**config.mk**
```make
export PLATFORM = sky130hd
export DESIGN_NAME = pidl_cell
export DESIGN_NICKNAME = d
export VERILOG_FILES = /design/src/rtl/pidl_pkg.sv /design/src/rtl/pidl_cell.sv
export SDC_FILE = /design/constraint.sdc
export NUM_CORES = 1
export LEC_CHECK = 0
export ABC_AREA = 1
export BUFFER_PORTS_ARGS = -buffer_cell sky130_fd_sc_hd__buf_2
export CAP_MARGIN = 20
export CORE_ASPECT_RATIO = 0.8
export CORE_MARGIN = 4
export CORE_UTILIZATION = 29
export DETAILED_ROUTE_END_ITERATION = 16
export HOLD_SLACK_MARGIN = 0.15
export SYNTH_ARGS = -nofsm -noshare
export SYNTH_HDL_FRONTEND = slang
export SYNTH_SLANG_ARGS = --single-unit
```
**constraint.sdc**
```tcl
create_clock -name clk_i -period 4.4 [get_ports clk_i]
set_clock_uncertainty 0.15 [all_clocks]
set_input_delay 0.22 -clock clk_i [delete_from_list [all_inputs] [get_ports clk_i]]
set_output_delay 0.22 -clock clk_i [all_outputs]
set_load 0.05 [all_outputs]
```
**src/rtl/pidl_pkg.sv**
```systemverilog
// ----------------------------------------------------------------------------
// pidl_pkg
// Shared types and constants of the positional insert/delete list.
// ----------------------------------------------------------------------------
package pidl_pkg;

  localparam int CAPACITY = 64;
  localparam int DATA_W   = 32;
  localparam int POS_W    = 7;
  localparam int IDX_W    = 6;
  localparam int ACT_W    = 2;
  localparam int STAT_W   = 2;
  localparam int GROUP    = 8;
  localparam int NGROUP   = (CAPACITY + GROUP - 1) / GROUP;

  typedef enum logic [ACT_W-1:0] {
    ACT_LIST = 2'd0,
    ACT_INS  = 2'd1,
    ACT_DEL  = 2'd2
  } act_e;

  typedef enum logic [STAT_W-1:0] {
    ST_OK     = 2'd0,
    ST_FULL   = 2'd1,
    ST_EMPTY  = 2'd2,
    ST_BADPOS = 2'd3
  } status_e;

  typedef enum logic [1:0] {
    OP_HOLD = 2'd0,
    OP_INS  = 2'd1,
    OP_DEL  = 2'd2,
    OP_ROT  = 2'd3
  } cell_op_e;

  typedef struct packed {
    cell_op_e                  op;
    logic [POS_W-1:0]          pos;
    logic [IDX_W-1:0]          last_idx;
    logic signed [DATA_W-1:0]  value;
  } cell_ctrl_t;

endpackage

```
**src/rtl/pidl_cell.sv**
```systemverilog
// ----------------------------------------------------------------------------
// pidl_cell
// One list entry; moves data to or from its neighbors under a shared command.
// ----------------------------------------------------------------------------
module pidl_cell (
  input  logic                               clk_i,
  input  logic [pidl_pkg::IDX_W-1:0]         idx_i,
  input  pidl_pkg::cell_ctrl_t               ctrl_i,
  input  logic signed [pidl_pkg::DATA_W-1:0] left_i,
  input  logic signed [pidl_pkg::DATA_W-1:0] right_i,
  input  logic signed [pidl_pkg::DATA_W-1:0] head_i,
  output logic signed [pidl_pkg::DATA_W-1:0] data_o,
  output logic signed [pidl_pkg::DATA_W-1:0] pick_o
);

  logic signed [pidl_pkg::DATA_W-1:0] data_q;
  logic signed [pidl_pkg::DATA_W-1:0] data_d;
  logic [pidl_pkg::POS_W-1:0]         idx_ext;

  assign idx_ext = {1'b0, idx_i};

  always_comb begin
    data_d = data_q;
    case (ctrl_i.op)
      pidl_pkg::OP_INS: begin
        if (idx_ext > ctrl_i.pos) begin
          data_d = left_i;
        end else if (idx_ext == ctrl_i.pos) begin
          data_d = ctrl_i.value;
        end
      end
      pidl_pkg::OP_DEL: begin
        if (idx_ext >= ctrl_i.pos) begin
          data_d = right_i;
        end
      end
      pidl_pkg::OP_ROT: begin
        if (idx_i < ctrl_i.last_idx) begin
          data_d = right_i;
        end else if (idx_i == ctrl_i.last_idx) begin
          data_d = head_i;
        end
      end
      default: data_d = data_q;
    endcase
  end

  always_ff @(posedge clk_i) begin
    data_q <= data_d;
  end

  assign data_o = data_q;
  assign pick_o = (idx_ext == ctrl_i.pos) ? data_q : '0;

endmodule

```
[Yosys cells after proc, flatten, opt, wreduce, memory -nomap -nowiden]
Cells that the tools add are included.
Storage, ports and cells
  flip-flop bits (word level): 32
  output and inout bits: 64
  word-level logic and storage cells: 21
Cells by class
  order comparisons: 3
  equality and inequality tests: 8
  mux-type cells: 7
  reduce and logical (&&, ||, !) cells: 2
Operators by type and width (count)
  $mux 32: 6
  $pmux 32 s3: 1
  $eq 6x7->1: 1
  $ge 6x7->1: 1
  $gt 6x7->1: 1
  $eq 6x6->1: 1
  $lt 6x6->1: 1
  $ne 3x3->1 const B: 2
  $eq 2x2->1 const B: 2
  $reduce_and 4->1: 1
  $reduce_bool 3->1: 1
  $eq 2x1->1 const B: 1
  $ne 2x2->1 const B: 1

[Logic depth before layout (Yosys ltp)]
  depth after elaboration: 4
  depth in mapped cells: 13
  depth with buffers taken out: 12

[Least setup slack after synthesis]
No wires, ideal clock.
  path kind: input port to flip-flop
  from: input port ctrl_i[43] (netlist name)
  to: register data_q (netlist bit data_o[0]) (enable)
  arrival time: 2.508 ns
  required time: 3.829 ns
  path slack: 1.321 ns
  stages on the path: 9
  buffers on the path: 1
  path through: inv_1 > ha_1 > inv_1 > nor3_2 > nand3b_1 > buf_6 > o21ai_0 > nor2_1 > nor2_1
On the way
  word-level cells in the longest chain between the ends: 3
Ends and longest elaborated chain
  start, declared: RTL line pidl_cell.sv:8  | input pidl_pkg::cell_ctrl_t ctrl_i,
  $gt 6x7->1, or another cell as far along: RTL line pidl_cell.sv:26  | if (idx_ext > ctrl_i.pos) begin
  $ne 3x3->1 (no line) or $ne 2x2->1 (tied branches)
  $reduce_and 4->1 (no line) *
  end signal, assigned: RTL line pidl_cell.sv:49  | data_q <= data_d;
  end, declared: RTL line pidl_cell.sv:16  | logic signed [pidl_pkg::DATA_W-1:0] data_q;
Mark *: on every way between the ends. The rest lies on a longest branch, timed or not.
A chain may end at the register's enable or synchronous reset.

[Worst setup path in the final report]
  from: input port idx_i[5] (netlist name)
  to: register data_q (netlist bit data_o[8]) (enable)
On the way
  word-level cells in the longest chain between the ends: 3
Ends and longest elaborated chain
  start, declared: RTL line pidl_cell.sv:7  | input logic [pidl_pkg::IDX_W-1:0] idx_i,
  $gt 6x7->1, or another cell as far along: RTL line pidl_cell.sv:26
  $ne 3x3->1 (no line) or $ne 2x2->1 (tied branches)
  $reduce_and 4->1 (no line) *
Marks and branches as above.

==> results.sh <==
export IMPL_hold_violations=0
export IMPL_synth_top_family_by_area="simple AND/OR/NAND/NOR gates"
export IMPL_cts_root_buf="clkbuf_16"
export IMPL_p_leak_nw=2.86
export IMPL_cp_arrival_ns=2.18
export IMPL_clkTransAtPathRegs_ns=0.05
export IMPL_rows=33
export IMPL_setup_tns_ns=0
export IMPL_cp_required_ns=4.14
export IMPL_initial_core_util_pct=30.3
export IMPL_antenna_cells=0
export IMPL_grt_pass1_vias=3777
export IMPL_yosys_top_cells_count="129 x nand3_1, 126 x inv_1, 112 x nand2_1"
export IMPL_synth_top_cell_area_share_pct=30.5
export IMPL_path_delay_family="simple AND/OR/NAND/NOR gates"
export IMPL_utilization_pct=43.0
export IMPL_grt_overflow=0
export IMPL_cts_made_buffers=5
export IMPL_setup_violations=0
export IMPL_final_cells=857
export IMPL_fill_cells=1128
export IMPL_area_delta_synth_final_pct=42.2
export IMPL_synth_most_common_cell="nand3_1"
export IMPL_clock_sink_count=32
export IMPL_gp_congestion=0.855
export IMPL_synth_ff_type="edfxtp_1"
export IMPL_largest_reg_flops=32
export IMPL_dp_cells=848
export IMPL_die_h_um=101
export IMPL_wirelength_um=11300
export IMPL_grt_pass1_wl_um=18000
export IMPL_path_max_fanout=32
export IMPL_antenna_found_initial=0
export IMPL_clockBufferDepth=2
export IMPL_netlist_instances=517
export IMPL_hp_start="right_i[25]"
export IMPL_hold_path_class="input pin to flop"
export IMPL_drtAntennaViolNets=0
export IMPL_synthMuxAreaShare_pct=0
export IMPL_fp_dieW_um=125
export IMPL_wl_per_cell_um=13.2
export IMPL_grt_max_degree=66
export IMPL_synth_area_leaders="edfxtp_1 31%, nand3_1 21%, inv_1 15%"
export IMPL_crit_path_max_incr_delay_ns=0.78
export IMPL_worst_path_buf_inv=2
export IMPL_cts_setup_buffers=0
export IMPL_nNetsFinal=881
export IMPL_cts_resized=0
export IMPL_synth_top_area_cell="edfxtp_1"
export IMPL_synth_area_um2=3150
export IMPL_synth_edff_count=32
export IMPL_grt_setup_unrepaired="false"
export IMPL_drv_cap=0
export IMPL_cts_tree="yes"
export IMPL_grtUsageTotal_pct=17.2
export IMPL_drive_gt1_share_pct=32.6
export IMPL_drtIter0Drc=222
export IMPL_synth_xor_xnor_area_share_pct=0
export IMPL_htreeDepth=2
export IMPL_p_per_area_nw_per_um2=317
export IMPL_cts_hold_buffers=0
export IMPL_slew_viol_final=0
export IMPL_hpwl_um=8770
export IMPL_ioPinCount=214
export IMPL_ys_warn_count=0
export IMPL_synth_distinct_cells=19
export IMPL_synth_seq_area_share_pct=30.5
export IMPL_status="complete, no violations"
export IMPL_critical_path_class="input pin to flop"
export IMPL_ir_worst_vdd_mv=0.123
export IMPL_tightest_slew_ns=0.983
export IMPL_port_buffers=213
export IMPL_synth_adder_area_share_pct=5.96
export IMPL_endpoint_kind="flop"
export IMPL_synth_simple_area_share_pct=40.1
export IMPL_finalCritPeriodShare_pct=55.5
export IMPL_avgSynthCellArea_um2=6.09
export IMPL_critPathLaunch="idx_i[5]"
export IMPL_start_kind="input pin"
export IMPL_path_cells="buf_2 -> ha_1 -> inv_1 -> nor3_2 -> nand2_1 -> nand2_2 -> nor2_1 -> nor2_4"
export IMPL_multi_input_area_um2=1480
export IMPL_synth_nets=682
export IMPL_via_per_inst=4.51
export IMPL_coreArea_um2=10400
export IMPL_die_area_um2=12600
export IMPL_seq_area_um2=961
export IMPL_async_reset_ff_share_pct=0
export IMPL_vias=3863
export IMPL_ys_seq_elements=32
export IMPL_synth_compound_area_share_pct=0.795
export IMPL_drcViolationCount=0
export IMPL_slowest_stage="nor2_4"
export IMPL_finalCriticalPeriod_ns=2.44
export IMPL_slew_headroom_pct=34.3
export IMPL_drt_pass1_iterations=5
export IMPL_fmax_mhz=410
[area by class of cell]
type / count / area share, %
Clock buffer: 6 / 2.88
Clock inverter: 2 / 0.782
Inverter: 150 / 12.6
Multi-Input combinational cell: 306 / 33.1
Sequential cell: 32 / 21.5
Tap cell: 140 / 3.91
Timing Repair Buffer: 221 / 25.3
[metrics by stage]
stage	power [mW]	cell area [µm²]	hold WS (ns)	worst slack (ns)
floorplan	0.850	3150	0.345	1.32
global placement	1.03	4300	0.443	1.65
detailed placement	1.03	4300	0.452	1.61
CTS	1.44	4460	0.170	1.88
global route	1.51	4480	0.194	1.74
finish	1.42	4480	0.170	1.96
[layout by cell type (no fill, tap or decap), drive strengths merged]
cell type    n
nand2      114
buf        221
nor3         1
o21ai        1
clkinv      25
ha          15
nand3      130
nor2        39
nand3b       2
inv        126
clkbuf       6
a21oi        4
edfxtp      32
bufinv       1
[layer usage]
| metal | share of wire [%] | GRT usage, % | up-vias |
|---|---|---|---|
| li1 | - | - | 1955 |
| met1 | 44 | 21.8 | 1707 |
| met2 | 47 | 31.1 | 188 |
| met3 | 7.8 | 3.64 | 13 |
| met4 | 1.0 | 3.03 | 0 |
| met5 | 0 | 0 | - |
[tightest hold or removal path, delay by kind of cell]
family / cells / cell delay (ns)
AND/OR/NAND/NOR: 3 / 0.15
buffers and inverters: 2 / 0.11
[worst paths after layout]
path         end  slack [ns]  cells after the start
max    data_o[8]        1.96                      8
min   data_o[25]        0.17                      5
[kinds of logic (layout without fill, tap and decap cells)]
group,after synthesis,count (layout)
flops,32,32
buf+inv,179,379
simple gates,286,286
compound gates,5,5
fa+ha+maj,15,15
[where the power goes]
group	leakage (nW)	switching (mW)	total, mW	internal [mW]
clock network	0.0808	0.128	0.394	0.266
registers	0.299	0.0313	0.444	0.413
logic	2.48	0.419	0.584	0.165
total	2.86	0.578	1.42	0.844
No activity file was read; power rests on OpenSTA's default activity.
